**config.mk**
```make
export PLATFORM = sky130hd
export DESIGN_NAME = capture_buffer_pool_manager_flat
export DESIGN_NICKNAME = d
export VERILOG_FILES = /design/src/sv/cbpm_pkg.sv /design/src/sv/cbpm_if.sv /design/src/sv/capture_buffer_pool_manager.sv /design/src/sv/cbpm_ctrl.sv /design/src/sv/cbpm_datapath.sv /design/src/flat_wrapper.sv
export SDC_FILE = /design/constraint.sdc
export NUM_CORES = 1
export LEC_CHECK = 0
export ABC_AREA = 1
export BUFFER_PORTS_ARGS = -buffer_cell sky130_fd_sc_hd__clkbuf_2
export CAP_MARGIN = 20
export CORE_AREA = 5 5 205 207
export CTS_BUF_LIST = sky130_fd_sc_hd__clkbuf_2
export DETAILED_ROUTE_END_ITERATION = 8
export DIE_AREA = 0 0 210 212
export PLACE_DENSITY = 0.67
export RECOVER_POWER = 50
export SYNTH_ARGS = -nofsm -noshare
export SYNTH_HDL_FRONTEND = slang
export SYNTH_SLANG_ARGS = --single-unit
```
**constraint.sdc**
```tcl
create_clock -name clk -period 20.4 [get_ports clk]
set_input_delay 1.02 -clock clk [delete_from_list [all_inputs] [get_ports clk]]
set_output_delay 1.02 -clock clk [all_outputs]
set_load 0.02 [all_outputs]
```
**src/sv/cbpm_pkg.sv**
```systemverilog
// Shared types, constants and codes for the capture buffer pool manager.
package cbpm_pkg;

  localparam int BUFFER_COUNT = 4;
  localparam int CHUNK_SIZE   = 512;

  localparam int BUF_W   = (BUFFER_COUNT > 1) ? $clog2(BUFFER_COUNT) : 1;
  localparam int CNT_W   = $clog2(BUFFER_COUNT + 1);
  localparam int LEN_W   = $clog2(CHUNK_SIZE + 1);
  localparam int TOTAL_W = 23;
  localparam int START_W = 22;

  localparam logic [TOTAL_W-1:0] MAX_TOTAL   = 23'd4194304;
  localparam logic [TOTAL_W-1:0] TOTAL_RESET = 23'd65536;

  typedef enum logic [1:0] {
    OP_START = 2'd0,
    OP_CHUNK = 2'd1,
    OP_TICK  = 2'd2,
    OP_STOP  = 2'd3
  } opcode_t;

  localparam logic [1:0] CAP_NONE  = 2'd0;
  localparam logic [1:0] CAP_START = 2'd1;
  localparam logic [1:0] CAP_HALT  = 2'd2;

  typedef struct packed {
    opcode_t opcode;
    logic    write_finished;
  } in_item_t;

  typedef struct packed {
    logic [1:0]         capture_cmd;
    logic [BUF_W-1:0]   capture_buffer;
    logic [LEN_W-1:0]   capture_length;
    logic               write_issue;
    logic [BUF_W-1:0]   write_buffer;
    logic [TOTAL_W-1:0] write_byte_address;
    logic [LEN_W-1:0]   write_length;
    logic               capturing;
    logic               overrun;
    logic               record_done;
    logic [TOTAL_W-1:0] recorded_samples;
  } out_item_t;

  typedef enum logic {
    ST_IDLE,
    ST_HOLD
  } ctl_state_t;

  // controller -> datapath
  typedef struct packed {
    logic exec;
  } ctl_cmd_t;

endpackage

```
**src/sv/cbpm_if.sv**
```systemverilog
// Valid/ready channel interfaces for the input and result words.
interface cbpm_in_if;
  import cbpm_pkg::*;
  logic     valid;
  logic     ready;
  in_item_t data;
  modport source (output valid, output data, input ready);
  modport sink   (input valid, input data, output ready);
endinterface

interface cbpm_out_if;
  import cbpm_pkg::*;
  logic      valid;
  logic      ready;
  out_item_t data;
  modport source (output valid, output data, input ready);
  modport sink   (input valid, input data, output ready);
endinterface

```
**src/sv/capture_buffer_pool_manager.sv**
```systemverilog
// Capture buffer pool manager: a controller accepts one word per cycle and the datapath
// updates the buffer pool, the chunk queue and the storage write state in that same
// cycle, placing the result word in an output register. The result is offered the
// cycle after its input word is accepted; a new word is accepted in the cycle the
// pending result is taken, so the block sustains one word per cycle when the result
// side is ready. The datapath state being updated in the accepting cycle sets that figure.
// The user must write the recording's sample total through cfg_we/cfg_wdata only
// while the block is idle; the block itself does not enforce it.
module capture_buffer_pool_manager (
  input  logic                         clk,
  input  logic                         rst_n,
  cbpm_in_if.sink                      in_chan,
  cbpm_out_if.source                   out_chan,
  input  logic                         cfg_we,
  input  logic [cbpm_pkg::TOTAL_W-1:0] cfg_wdata
);
  import cbpm_pkg::*;

  ctl_cmd_t cmd;

  cbpm_ctrl u_ctrl (
    .clk       (clk),
    .rst_n     (rst_n),
    .in_valid  (in_chan.valid),
    .in_ready  (in_chan.ready),
    .out_valid (out_chan.valid),
    .out_ready (out_chan.ready),
    .cmd       (cmd)
  );

  cbpm_datapath u_datapath (
    .clk       (clk),
    .rst_n     (rst_n),
    .cmd       (cmd),
    .in_item   (in_chan.data),
    .cfg_we    (cfg_we),
    .cfg_wdata (cfg_wdata),
    .out_item  (out_chan.data)
  );

endmodule

```
**src/sv/cbpm_ctrl.sv**
```systemverilog
// Handshake controller: accepts a word, holds the result until it is taken.
module cbpm_ctrl (
  input  logic               clk,
  input  logic               rst_n,
  input  logic               in_valid,
  output logic               in_ready,
  output logic               out_valid,
  input  logic               out_ready,
  output cbpm_pkg::ctl_cmd_t cmd
);
  import cbpm_pkg::*;

  ctl_state_t state_r, state_nxt;

  always_ff @(posedge clk) begin
    if (!rst_n) begin
      state_r <= ST_IDLE;
    end else begin
      state_r <= state_nxt;
    end
  end

  always_comb begin
    state_nxt = state_r;
    case (state_r)
      ST_IDLE: begin
        if (in_valid) state_nxt = ST_HOLD;
      end
      ST_HOLD: begin
        if (out_ready && !in_valid) state_nxt = ST_IDLE;
      end
      default: state_nxt = ST_IDLE;
    endcase
  end

  always_comb begin
    in_ready  = 1'b0;
    out_valid = 1'b0;
    case (state_r)
      ST_IDLE: in_ready = 1'b1;
      ST_HOLD: begin
        out_valid = 1'b1;
        in_ready  = out_ready;
      end
      default: in_ready = 1'b0;
    endcase
    cmd.exec = in_valid && in_ready;
  end

endmodule

```
**src/sv/cbpm_datapath.sv**
```systemverilog
// Buffer pool, chunk queue, write tracking and the registered result word.
module cbpm_datapath (
  input  logic                             clk,
  input  logic                             rst_n,
  input  cbpm_pkg::ctl_cmd_t               cmd,
  input  cbpm_pkg::in_item_t               in_item,
  input  logic                             cfg_we,
  input  logic [cbpm_pkg::TOTAL_W-1:0]     cfg_wdata,
  output cbpm_pkg::out_item_t              out_item
);
  import cbpm_pkg::*;

  logic [TOTAL_W-1:0] total_r;

  logic [BUFFER_COUNT-1:0] buffer_free_r, buffer_free_nxt;
  logic [BUF_W-1:0]   q_buffer [BUFFER_COUNT];
  logic [START_W-1:0] q_start  [BUFFER_COUNT];
  logic [LEN_W-1:0]   q_length [BUFFER_COUNT];
  logic [BUF_W-1:0]   head_r, head_nxt, tail_r, tail_nxt;
  logic [CNT_W-1:0]   count_r, count_nxt;
  logic [BUF_W-1:0]   active_buffer_r, active_buffer_nxt;
  logic [START_W-1:0] active_start_r, active_start_nxt;
  logic [LEN_W-1:0]   active_length_r, active_length_nxt;
  logic [TOTAL_W-1:0] started_r, started_nxt;
  logic               running_r, running_nxt;
  logic               overrun_r, overrun_nxt;
  logic               busy_r, busy_nxt;
  logic [BUF_W-1:0]   held_buffer_r, held_buffer_nxt;
  logic [START_W-1:0] held_start_r, held_start_nxt;
  logic [LEN_W-1:0]   held_length_r, held_length_nxt;
  logic [TOTAL_W-1:0] committed_r, committed_nxt;
  out_item_t          out_r, out_nxt;

  logic [TOTAL_W-1:0]      total_eff;
  logic                    is_start;
  logic [BUFFER_COUNT-1:0] free_base;
  logic [TOTAL_W-1:0]      started_base;
  logic                    found;
  logic [BUF_W-1:0]        pick;
  logic [TOTAL_W-1:0]      remain;
  logic [LEN_W-1:0]        chunk_len;
  logic [TOTAL_W-1:0]      held_end;
  logic                    q_we;
  logic                    do_claim;
  logic [1:0]              cap_cmd;
  logic                    w_issue;

  assign total_eff    = (total_r > MAX_TOTAL) ? MAX_TOTAL : total_r;
  assign is_start     = (in_item.opcode == OP_START);
  assign free_base    = is_start ? {BUFFER_COUNT{1'b1}} : buffer_free_r;
  assign started_base = is_start ? '0 : started_r;
  assign remain       = total_eff - started_base;
  assign chunk_len    = (remain > TOTAL_W'(CHUNK_SIZE)) ? LEN_W'(CHUNK_SIZE)
                                                         : remain[LEN_W-1:0];
  assign held_end     = {1'b0, held_start_r} + TOTAL_W'(held_length_r);

  // lowest free buffer
  always_comb begin
    found = 1'b0;
    pick  = '0;
    for (int i = BUFFER_COUNT - 1; i >= 0; i--) begin
      if (free_base[i]) begin
        found = 1'b1;
        pick  = BUF_W'(i);
      end
    end
  end

  always_comb begin
    buffer_free_nxt   = buffer_free_r;
    head_nxt          = head_r;
    tail_nxt          = tail_r;
    count_nxt         = count_r;
    active_buffer_nxt = active_buffer_r;
    active_start_nxt  = active_start_r;
    active_length_nxt = active_length_r;
    started_nxt       = started_r;
    running_nxt       = running_r;
    overrun_nxt       = overrun_r;
    busy_nxt          = busy_r;
    held_buffer_nxt   = held_buffer_r;
    held_start_nxt    = held_start_r;
    held_length_nxt   = held_length_r;
    committed_nxt     = committed_r;
    q_we              = 1'b0;
    do_claim          = 1'b0;
    cap_cmd           = CAP_NONE;
    w_issue           = 1'b0;
    out_nxt           = '0;

    case (in_item.opcode)
      OP_START: begin
        buffer_free_nxt   = {BUFFER_COUNT{1'b1}};
        head_nxt          = '0;
        tail_nxt          = '0;
        count_nxt         = '0;
        active_buffer_nxt = '0;
        active_start_nxt  = '0;
        active_length_nxt = '0;
        started_nxt       = '0;
        running_nxt       = 1'b0;
        overrun_nxt       = 1'b0;
        busy_nxt          = 1'b0;
        held_buffer_nxt   = '0;
        held_start_nxt    = '0;
        held_length_nxt   = '0;
        committed_nxt     = '0;
        do_claim          = 1'b1;
      end
      OP_CHUNK: begin
        if (running_r) begin
          if (count_r >= CNT_W'(BUFFER_COUNT)) begin
            overrun_nxt = 1'b1;
            running_nxt = 1'b0;
            cap_cmd     = CAP_HALT;
          end else begin
            q_we      = 1'b1;
            tail_nxt  = (tail_r == BUF_W'(BUFFER_COUNT - 1)) ? '0 : tail_r + 1'b1;
            count_nxt = count_r + 1'b1;
            do_claim  = 1'b1;
          end
        end
      end
      OP_TICK: begin
        // retire the finished write before issuing the next one
        if (busy_r && in_item.write_finished) begin
          busy_nxt                       = 1'b0;
          buffer_free_nxt[held_buffer_r] = 1'b1;
          if (held_end > committed_r) committed_nxt = held_end;
        end
        if ((!busy_r || in_item.write_finished) && count_r != '0) begin
          held_buffer_nxt = q_buffer[head_r];
          held_start_nxt  = q_start[head_r];
          held_length_nxt = q_length[head_r];
          head_nxt        = (head_r == BUF_W'(BUFFER_COUNT - 1)) ? '0 : head_r + 1'b1;
          count_nxt       = count_r - 1'b1;
          busy_nxt        = 1'b1;
          w_issue         = 1'b1;
        end
      end
      OP_STOP: begin
        running_nxt = 1'b0;
        cap_cmd     = CAP_HALT;
      end
      default: cap_cmd = CAP_NONE;
    endcase

    if (do_claim) begin
      if (started_base >= total_eff) begin
        running_nxt = 1'b0;
        cap_cmd     = CAP_HALT;
      end else if (!found) begin
        overrun_nxt = 1'b1;
        running_nxt = 1'b0;
        cap_cmd     = CAP_HALT;
      end else begin
        buffer_free_nxt[pick] = 1'b0;
        active_buffer_nxt     = pick;
        active_start_nxt      = started_base[START_W-1:0];
        active_length_nxt     = chunk_len;
        started_nxt           = started_base + TOTAL_W'(chunk_len);
        running_nxt           = 1'b1;
        cap_cmd               = CAP_START;
      end
    end

    out_nxt.capture_cmd = cap_cmd;
    if (cap_cmd == CAP_START) begin
      out_nxt.capture_buffer = active_buffer_nxt;
      out_nxt.capture_length = active_length_nxt;
    end
    if (w_issue) begin
      out_nxt.write_issue        = 1'b1;
      out_nxt.write_buffer       = held_buffer_nxt;
      out_nxt.write_byte_address = {held_start_nxt, 1'b0};
      out_nxt.write_length       = held_length_nxt;
    end
    out_nxt.capturing        = running_nxt;
    out_nxt.overrun          = overrun_nxt;
    out_nxt.record_done      = !running_nxt && (started_nxt >= total_eff) &&
                               (count_nxt == '0) && !busy_nxt;
    out_nxt.recorded_samples = committed_nxt;
  end

  always_ff @(posedge clk) begin
    if (!rst_n) begin
      total_r <= TOTAL_RESET;
    end else if (cfg_we) begin
      total_r <= cfg_wdata;
    end
  end

  always_ff @(posedge clk) begin
    if (!rst_n) begin
      buffer_free_r   <= {BUFFER_COUNT{1'b1}};
      head_r          <= '0;
      tail_r          <= '0;
      count_r         <= '0;
      active_buffer_r <= '0;
      active_start_r  <= '0;
      active_length_r <= '0;
      started_r       <= '0;
      running_r       <= 1'b0;
      overrun_r       <= 1'b0;
      busy_r          <= 1'b0;
      held_buffer_r   <= '0;
      held_start_r    <= '0;
      held_length_r   <= '0;
      committed_r     <= '0;
    end else if (cmd.exec) begin
      buffer_free_r   <= buffer_free_nxt;
      head_r          <= head_nxt;
      tail_r          <= tail_nxt;
      count_r         <= count_nxt;
      active_buffer_r <= active_buffer_nxt;
      active_start_r  <= active_start_nxt;
      active_length_r <= active_length_nxt;
      started_r       <= started_nxt;
      running_r       <= running_nxt;
      overrun_r       <= overrun_nxt;
      busy_r          <= busy_nxt;
      held_buffer_r   <= held_buffer_nxt;
      held_start_r    <= held_start_nxt;
      held_length_r   <= held_length_nxt;
      committed_r     <= committed_nxt;
    end
  end

  // chunk queue storage
  always_ff @(posedge clk) begin
    if (cmd.exec && q_we) begin
      q_buffer[tail_r] <= active_buffer_r;
      q_start[tail_r]  <= active_start_r;
      q_length[tail_r] <= active_length_r;
    end
  end

  always_ff @(posedge clk) begin
    if (cmd.exec) begin
      out_r <= out_nxt;
    end
  end

  assign out_item = out_r;

endmodule
```
**src/flat_wrapper.sv**
```systemverilog
// flat-port wrapper written by rule: the top's interface ports become plain ports
module capture_buffer_pool_manager_flat import cbpm_pkg::*;
  (clk, rst_n, cfg_we, cfg_wdata, in_chan_valid, in_chan_data, in_chan_ready, out_chan_valid, out_chan_data, out_chan_ready);
  cbpm_in_if in_chan_i ();
  cbpm_out_if out_chan_i ();
  input  logic clk;
  input  logic rst_n;
  input  logic cfg_we;
  input  logic [cbpm_pkg::TOTAL_W-1:0] cfg_wdata;
  input wire logic [$bits(in_chan_i.valid)-1:0] in_chan_valid;
  input wire logic [$bits(in_chan_i.data)-1:0] in_chan_data;
  output wire logic [$bits(in_chan_i.ready)-1:0] in_chan_ready;
  output wire logic [$bits(out_chan_i.valid)-1:0] out_chan_valid;
  output wire logic [$bits(out_chan_i.data)-1:0] out_chan_data;
  input wire logic [$bits(out_chan_i.ready)-1:0] out_chan_ready;
  assign in_chan_i.valid = in_chan_valid;
  assign in_chan_i.data = in_chan_data;
  assign in_chan_ready = in_chan_i.ready;
  assign out_chan_valid = out_chan_i.valid;
  assign out_chan_data = out_chan_i.data;
  assign out_chan_i.ready = out_chan_ready;
  capture_buffer_pool_manager u_core (.clk(clk), .rst_n(rst_n), .in_chan(in_chan_i), .out_chan(out_chan_i), .cfg_we(cfg_we), .cfg_wdata(cfg_wdata));
endmodule
```
Yosys cells after proc, flatten, opt, wreduce, memory -nomap -nowiden
Memory sizes are Yosys's and may differ from the RTL's. A register that Yosys moved wholly into a read port is not among the register bits. Index checks and enable logic that the tools add are counted.

Register bits after elaboration: 228. Memory bits (writable): 136. Input bits: 31. Output and inout bits: 78. Logic and storage cells: 180. Memories kept: 3.

$add $sub $neg: 7. $lt $le $gt $ge: 10. Equality and inequality tests: 9. Mux-type cells: 95. Bitwise gates (word level): 4. Reduce and logical (&&, ||, !) cells: 23.

Memory list: u_core.u_datapath.q_start (depth 4, bits a word 22, read ports 1, clocked after memory_dff 1, wr ports 1, RTL line cbpm_datapath.sv:17) `logic [START_W-1:0] q_start [BUFFER_COUNT];`; u_core.u_datapath.q_length (depth 4, bits a word 10, read ports 1, clocked after memory_dff 1, wr ports 1, RTL line cbpm_datapath.sv:18) `logic [LEN_W-1:0] q_length [BUFFER_COUNT];`; u_core.u_datapath.q_buffer (depth 4, bits a word 2, read ports 1, clocked after memory_dff 1, wr ports 1, RTL line cbpm_datapath.sv:16) `logic [BUF_W-1:0] q_buffer [BUFFER_COUNT];`.

Operator list (number): 2-to-1 mux 23 bit (7); 2-to-1 mux 22 bit (5); 2-to-1 mux 10 bit (6); 2-to-1 mux 2 bit (25); >= comparator 23 bit (2); one-hot mux 23 bit (2 select lines) (1); one-hot mux 22 bit (2 select lines) (1); 2-to-1 mux 36 bit (1); 2-to-1 mux 1 bit (26); adder 22 x 10 -> 23 bit (1); adder 23 x 10 -> 23 bit (1); > comparator 23 x 10 -> 1 bit (second input constant) (1); > comparator 23 bit (1); > comparator 23 bit (second input constant) (1); subtractor 23 bit (1); 2-to-1 mux 4 bit (5); one-hot mux 10 bit (2 select lines) (1); one-hot mux 2 bit (2 select lines) (4); one-hot mux 1 bit (2 select lines) (6); logical AND 1 bit (10); 2-to-1 mux 3 bit (3); one-hot mux 3 bit (3 select lines) (1); == test 2 bit (second input constant) (4); one-hot mux 4 bit (2 select lines) (1); other kinds (22) (33).

Longest topological paths before layout
Gate-level depths: netlist of the first run.

Depth after elaboration: 15. Depth in mapped cells: 54. Depth with buffers taken out: 52.

Modules after synthesis
Synthesis of the first run repeated with hierarchy kept, for this count alone.

Cell total of the unflattened synthesis: 2252. Area total of the unflattened synthesis: 19005.7 µm².

By module, submodules not included: cbpm_datapath (instances 1, cells an instance 2245, area an instance 18954.4 µm², sequential area each 9399.0 µm²); cbpm_ctrl (instances 1, cells an instance 7, area an instance 51.3 µm², sequential area each 20.0 µm²).

Worst setup path after synthesis of the first run
No wires, ideal clock.

Kind: input-to-reg. From: input port in_chan_data[1]. To: register u_core.u_datapath.out_r (netlist bit u_core.u_datapath.out_item[23]) (data pin). Setup time: 0.146 ns. Arrival time: 7.385 ns. Required time: 20.254 ns. Path slack: 12.869 ns. Stages: 49. Path buffers: 3. Cell sequence: buf_2 -> nor2_4 -> clkbuf_1 -> buf_1 -> nor2_1 -> inv_1 -> ha_1 -> a21oi_1 -> inv_1 -> a31oi_1 -> nor2_1 -> nor2_1 -> nand2_1 -> nand2_1 -> nand2_1 -> inv_1 -> nand3_1 -> nor2_1 -> [13 not listed] -> inv_1 -> nor2_2 -> nand2_2 -> nor3_4 -> nand2_1 -> nor2_1 -> nand2_1 -> xnor2_1 -> inv_1 -> ha_1 -> nand2_1 -> nor2_1 -> nand2_1 -> nor4_1 -> nand3_1 -> nor2_1 -> nor2_1 -> a21oi_1.

RTL lines: from (decl) (RTL line flat_wrapper.sv:11) `input wire logic [$bits(in_chan_i.data)-1:0] in_chan_data;`; to (signal assigned) (RTL line cbpm_datapath.sv:240) `out_r <= out_nxt;`; to (decl) (RTL line cbpm_datapath.sv:32) `out_item_t out_r, out_nxt;`.

==> results.md, run 1 <==
- Gpl congestion: 0.940
- Routed wire length: 57.2 mm
- Sequential power share: 48.0%
- P_sw: 581 uW
- Starting density of the core: 48.9%
- Number of buffers created by CTS: 92
- Post-synthesis instance total: 2402
- Leak pwr: 0.00948 uW
- Most common cell after layout, fill and taps aside: o21ai_0
- Postcts setup bufs: 0
- Max-slew violation count: 396
- Crit path kind: in -> reg
- Drt first pass iters: 6
- Tmin final: 8530 ps
- Yosys reg bits: 365
- Global route overflow: 0
- Area Growth Syn to Fin: 9.07%
- Unique masters post-synth: 57
- Final hold vios: 0
- Core area: 40200 um2
- Status: finished, violations left
- Largest net degree at the start of global routing: 121
- Startpoint types: primary input
- Required time of the critical path: 21270 ps
- Critical path's largest stage delay: 720 ps
- Period Utilization, post-route: 41.8%
- Clock latency on the worst-skew pair: 1060 ps
- Max Cap Violations: 6
- DR vias: 17000
- Most frequent cells in the layout: o21ai_0, nand2_1, nor2_1
- Design Power: 1740 uW
- VDD IR max: 0.0547 mV
- Mapped cell area: 19600 um2
- Clock share of power: 31.0%
- Yosys warns: 0
- Hold crit path type: in -> reg
- Final setup fails: 0
- CTS root buf: clkbuf_2
- CP max-delay cell: nor2_4
- Post-Layout Cell Count: 3125
- WP data arrival: 9400 ps
- Post-DP HPWL: 41.0 mm
- Final ANT Viol Nets: 0
- Syn nets: 2529
- Failing checks: capacitance limit, slew limit
- Number of port buffers: 107
- CTS Sinks: 365
- H-tree levels: 3
- FMAX: 0.117 GHz
- GRT Total Usage: 25.2%
- Core Rows: 74
- Slew of the pin with the lowest slew margin: 3990 ps
- Initial DRC count: 1345
- Layout cells sized above 1: 10.5%
- RSZ-0062 raised after global routing: no
- Antenna violations before repair: 1
- PD cells: 81.2 nW/um2
- Combinational power share: 21.0%
- Drt drc: 0
- Synth Area per Inst: 8.17 um2
- Top Ports: 109
- # resized after CTS: 0
- Worst Skew: 90.3 ps
- Internal power: 1160 uW
- Crit-path max FO: 27
- First-pass GRT wire length: 89.4 mm
- Sequential share of the synthesized area: 48.0%
- Reg clk slew, reported paths: 100 ps
- Utilization after layout: 53.3%
- Rel. slew slack: -167%
- Die height: 212 um
- Post-CTS Hold Buffers: 0
- Post-route setup TNS: 0 ps
- Wire per inst: 18.3 um
- Sw frac: 33.4%
- DP Cell Count: 2950
- Vias in the first global route: 16400
- CTS max path bufs: 3
- Critical Path End Type: flip-flop
- Dpl ws: 10940 ps
- Fin worst setup slack: 11870 ps
- Vias/cell: 5.45
- CTS tree: done
- Final nets: 2640
- Die Wd: 210 um
- DIE AREA: 44500 um2
- Most frequent CP cell: nand2_1
## registers in the layout, summed over array words and instances (netlist names), 2 cells and up, named ones only
name,flops
u_core.u_datapath.q_length,40
u_core.u_datapath.active_buffer_r,2
u_core.u_datapath.held_start_r,22
u_core.u_datapath.tail_r,2
u_core.u_datapath.buffer_free_r,4
u_core.u_datapath.committed_r,23
u_core.u_datapath.held_length_r,10
u_core.u_datapath.total_r,23
u_core.u_datapath.held_buffer_r,2
u_core.u_datapath.out_item,75
u_core.u_datapath.count_r,3
u_core.u_datapath.active_start_r,22
u_core.u_datapath.head_r,2
u_core.u_datapath.q_start,88
u_core.u_datapath.q_buffer,8
u_core.u_datapath.started_r,23
u_core.u_datapath.active_length_r,10
## layer usage
| metal | GRT usage (%) | up-vias | share of wire [%] |
|---|---|---|---|
| met5 | 0 | - | 0 |
| met4 | 10.8 | 0 | 3.9 |
| met3 | 3.50 | 112 | 4.5 |
| met2 | 44.9 | 492 | 50 |
| met1 | 30.9 | 8007 | 42 |
| li1 | - | 8432 | - |
## power groups by stage
stage               logic (uW)  clock network (uW)  registers (uW)
finish                     365                 539             834
global route               409                 593             838
CTS                        364                 554             833
detailed placement         362                   0             850
global placement           360                   0             849
floorplan                  242                   0             855
## synthesized netlist by cell type (all sizes together)
cell | count | share of area [%]
dfxtp | 154 | 16
a31o | 1 | 0.045
nand4 | 24 | 0.80
o21ai | 377 | 9.6
o21a | 6 | 0.23
nand2 | 369 | 7.5
o41ai | 1 | 0.045
nor3b | 1 | 0.038
ha | 93 | 5.9
a21o | 3 | 0.11
o221ai | 3 | 0.13
clkbuf | 95 | 1.8
or3 | 1 | 0.032
inv | 292 | 5.6
nor3 | 28 | 0.80
a32oi | 1 | 0.045
nor4 | 7 | 0.22
buf | 19 | 0.60
clkinv | 2 | 0.038
xor2 | 24 | 1.1
xnor2 | 8 | 0.36
nand3b | 5 | 0.19
conb | 1 | 0.019
and3 | 1 | 0.032
a22oi | 1 | 0.038
o22ai | 36 | 1.1
o221a | 2 | 0.11
a21oi | 214 | 5.5
nor2 | 301 | 6.0
o211ai | 12 | 0.46
or4 | 1 | 0.038
fa | 3 | 0.31
o2111ai | 3 | 0.13
o311ai | 1 | 0.045
o21bai | 3 | 0.11
o32ai | 1 | 0.045
nand3 | 83 | 2.3
edfxtp | 211 | 32
a31oi | 5 | 0.16
o31ai | 1 | 0.038
a211oi | 8 | 0.33
## layout make-up
class	count	area (um2)
Clock buffer	144	721
Tap cell	532	666
Antenna cell	3	7.51
Sequential cell	365	9420
Inverter	294	1100
Multi-Input combinational cell	1629	8650
Timing Repair Buffer	131	629
Clock inverter	27	215
Fill cell	3916	18800
## final timing paths
path	start	endpoint	slack [ps]	depth (start not counted)
max	in_chan_data[1]	u_core.u_datapath.out_item[23]	11870	45
min reg2reg	u_core.u_datapath.started_r[16]	u_core.u_datapath.started_r[16]	490	2
min	cfg_wdata[2]	u_core.u_datapath.total_r[2]	200	3
max reg2reg	u_core.u_datapath.total_r[2]	u_core.u_datapath.out_item[23]	12210	50
## through the flow
step	hold WS, ps	instance area (um2)
after floorplan	436	19600
after global placement	460	20600
after detailed placement	453	20600
after CTS	91.7	21500
after global routing	166	21400
final	203	21400
## worst max-delay path, delay by kind of cell
family                   cells  cell delay (ps)
XOR/XNOR                     1              180
adder cells (fa/ha/maj)      3             1090
AO/OA/AOI/OAI               12             2210
AND/OR/NAND/NOR             23             3580
buffers and inverters        6             1270
## logic make-up after synthesis
family                   after synthesis  synth area share, %
AND/OR/NAND/NOR                      821                 17.9
AO/OA/AOI/OAI                        679                 18.4
buffers and inverters                408                 8.04
flip-flops                           365                 48.0
adder cells (fa/ha/maj)               96                 6.23
XOR/XNOR                              32                 1.43
other                                  1               0.0191
(Power assumes the default switching activity.)
==> run 2: changes to the inputs <==
- clock period: 20.4 -> 8.1 ns (I/O delays scaled with it)
==> run 2 against run 1 <==
Effect of this change: the run still ends with capacitance limit, slew limit left; non-clock buffer count up 59; worst hold slack better by 21 ps; sequential share of layout area down 1.1 points; largest cell class unchanged; critical path depth up 6.
==> results.md, run 2 (synthesis results as in run 1) <==
- CTS tree: done
- Layout cells sized above 1: 10.1% (-0.45 points)
- First-pass GRT wire length: 87.2 mm (-2.4%)
- Design Power: 4310 uW (+150%)
- GRT Total Usage: 24.3% (-0.92 points)
- Crit path kind: reg -> reg
- Reg clk slew, reported paths: 110 ps (about the same)
- Largest net degree at the start of global routing: 119 (-1.7%)
- Most common cell after layout, fill and taps aside: o21ai_0
- Global route overflow: 0 (unchanged)
- Hold crit path type: in -> reg
- Vias/cell: 5.44 (-0.24%)
- Met1 WL: 23.3 mm (-2.4%)
- PD cells: 196 nW/um2 (+140%)
- Final setup fails: 0 (unchanged)
- CTS max path bufs: 3 (unchanged)
- Most frequent CP cell: nand2_1
- CP max-delay cell: dfxtp_1
- Drt drc: 0 (unchanged)
- Status: finished, violations left
- Core Rows: 74 (unchanged)
- Final ANT Viol Nets: 0 (unchanged)
- Post-route setup TNS: 0 ps (unchanged)
- H-tree levels: 3 (unchanged)
- Clock latency on the worst-skew pair: 1000 ps (-60 ps)
- Die height: 212 um (unchanged)
- Drt first pass iters: 5 (-1)
- Max-slew violation count: 399 (+0.76%)
- Placed cell areas: 20600 um2 (about the same)
- DR vias: 17300 (+1.5%)
- Post-route cell area: 22000 um2 (+2.6%)
- Worst Skew: 81.6 ps (-8.66 ps)
- DIE AREA: 44500 um2 (unchanged)
- Area Growth Syn to Fin: 11.9%
- Core area: 40200 um2 (unchanged)
- Max Cap Violations: 6 (unchanged)
- Critical path's largest stage delay: 480 ps (-240 ps)
- Slew of the pin with the lowest slew margin: 3710 ps (-281 ps)
- Final nets: 2697 (+2.2%)
- Antenna violations before repair: 1 (unchanged)
- FMAX: 0.137 GHz
- Routed wl met2: 26.5 mm (-7.3%)
- Required time of the critical path: 8960 ps (-12310 ps)
- Number of port buffers: 107 (unchanged)
- Number of buffers created by CTS: 90 (-2.2%)
- WP data arrival: 8150 ps (-1250 ps)
- Startpoint types: flip-flop
- Die Wd: 210 um (unchanged)
- Leak pwr: 0.00970 uW (+2.4%)
- Rel. slew slack: -147% (+20 points)
- Routed wire length: 55.2 mm (-3.5%)
- Post-DP HPWL: 38.6 mm (-6.0%)
- Number of flip-flops in the largest register: 88 (unchanged)
- CTS root buf: clkbuf_2
- Most frequent cells in the layout: o21ai_0, nand2_1, inv_1
- Period Utilization, post-route: 90.0%
- Vias in the first global route: 16500 (+0.88%)
- VDD IR max: 0.108 mV (+96%)
- Tmin final: 7290 ps
- Starting density of the core: 48.9% (unchanged)
- CTS Sinks: 365 (unchanged)
- Top Layer Used: met4
- Top Ports: 109 (unchanged)
- Crit-path max FO: 24 (-11%)
- Initial DRC count: 1087 (-19%)
- Wire length on met3: 3.36 mm (+31%)
- Critical Path End Type: flip-flop
- Top reg by flops: u_core.u_datapath.q_start
- Failing checks: capacitance limit, slew limit
- Gpl congestion: 0.942 (+0.21%)
- WHS: 224 ps (+20.8 ps)
- Wire per inst: 17.4 um (-5.2%)
- Final hold vios: 0 (unchanged)
-- run 2: cell types whose count changed in the layout (fill, tap and decap cells not counted), moves of 3 or more --
cell / before / now
a21oi_1: 211 / 208
a21oi_2: 3 / 6
buf_4: 18 / 23
clkbuf_1: 75 / 84
clkbuf_2: 181 / 160
clkinv_1: 18 / 27
dlygate4sd3_1: 0 / 53
-- run 2: repair_timing --
item | in CTS | in global routing
endpoints found under the hold margin | 36 | 0
setup buffers | 0 | 4
gates resized for setup | 0 | 14
hold buffers | 53 | 0
setup endpoints to repair | 0 | 1
-- run 2: cell type report --
class | instances | area, um2
Clock inverter | 38 | 233
Clock buffer | 131 | 656
Timing Repair Buffer | 190 | 1190
Inverter | 294 | 1110
Sequential cell | 365 | 9420
Antenna cell | 2 | 5.00
Tap cell | 532 | 666
Multi-Input combinational cell | 1629 | 8690
Fill cell | 3833 | 18200
-- run 2: per-layer routing --
metal / vias to the layer above / GRT usage [%]
met5: - / 0
met4: 0 / 10.6
met3: 136 / 4.69
met2: 553 / 40.8
met1: 8060 / 30.9
li1: 8558 / -
-- run 2: stage by stage --
step / util (%) / worst slack [ps] / cells
after floorplan: - / 1180 / 2402
after global placement: 51.2 / 316 / 2951
after detailed placement: 51.2 / 274 / 2951
after CTS: 54.7 / 269 / 3173
after global routing: 54.7 / -1.89 / 3181
final: 54.7 / 811 / 3181
-- run 2: final timing paths --
path                            depth (start not counted)                       startpoint                                   end  slack (ps)
worst max-delay path                                   51     u_core.u_datapath.total_r[0]        u_core.u_datapath.out_item[23]         810
worst max register to register                         51     u_core.u_datapath.total_r[0]        u_core.u_datapath.out_item[23]         810
worst min-delay path                                    6                  in_chan_data[1]  u_core.u_datapath.active_buffer_r[1]         220
worst min register to register                          2  u_core.u_datapath.started_r[16]       u_core.u_datapath.started_r[16]         470
-- run 2: report_power, final --
group,switching (uW),internal [uW],total [uW]
Sequential,58.4,2040,2100
Combinational,630,290,920
Clock,753,535,1290
-- run 2: critical path: cells and delay by family (launching register included) --
family | cells | cell delay, ps
and+or+nand+nor | 33 | 3720
AOI/OAI and AO/OA | 8 | 1200
adders and majority gates | 3 | 1040
buffers and inverters | 6 | 520
DFF | 1 | 480
xor gates and xnor gates | 1 | 170
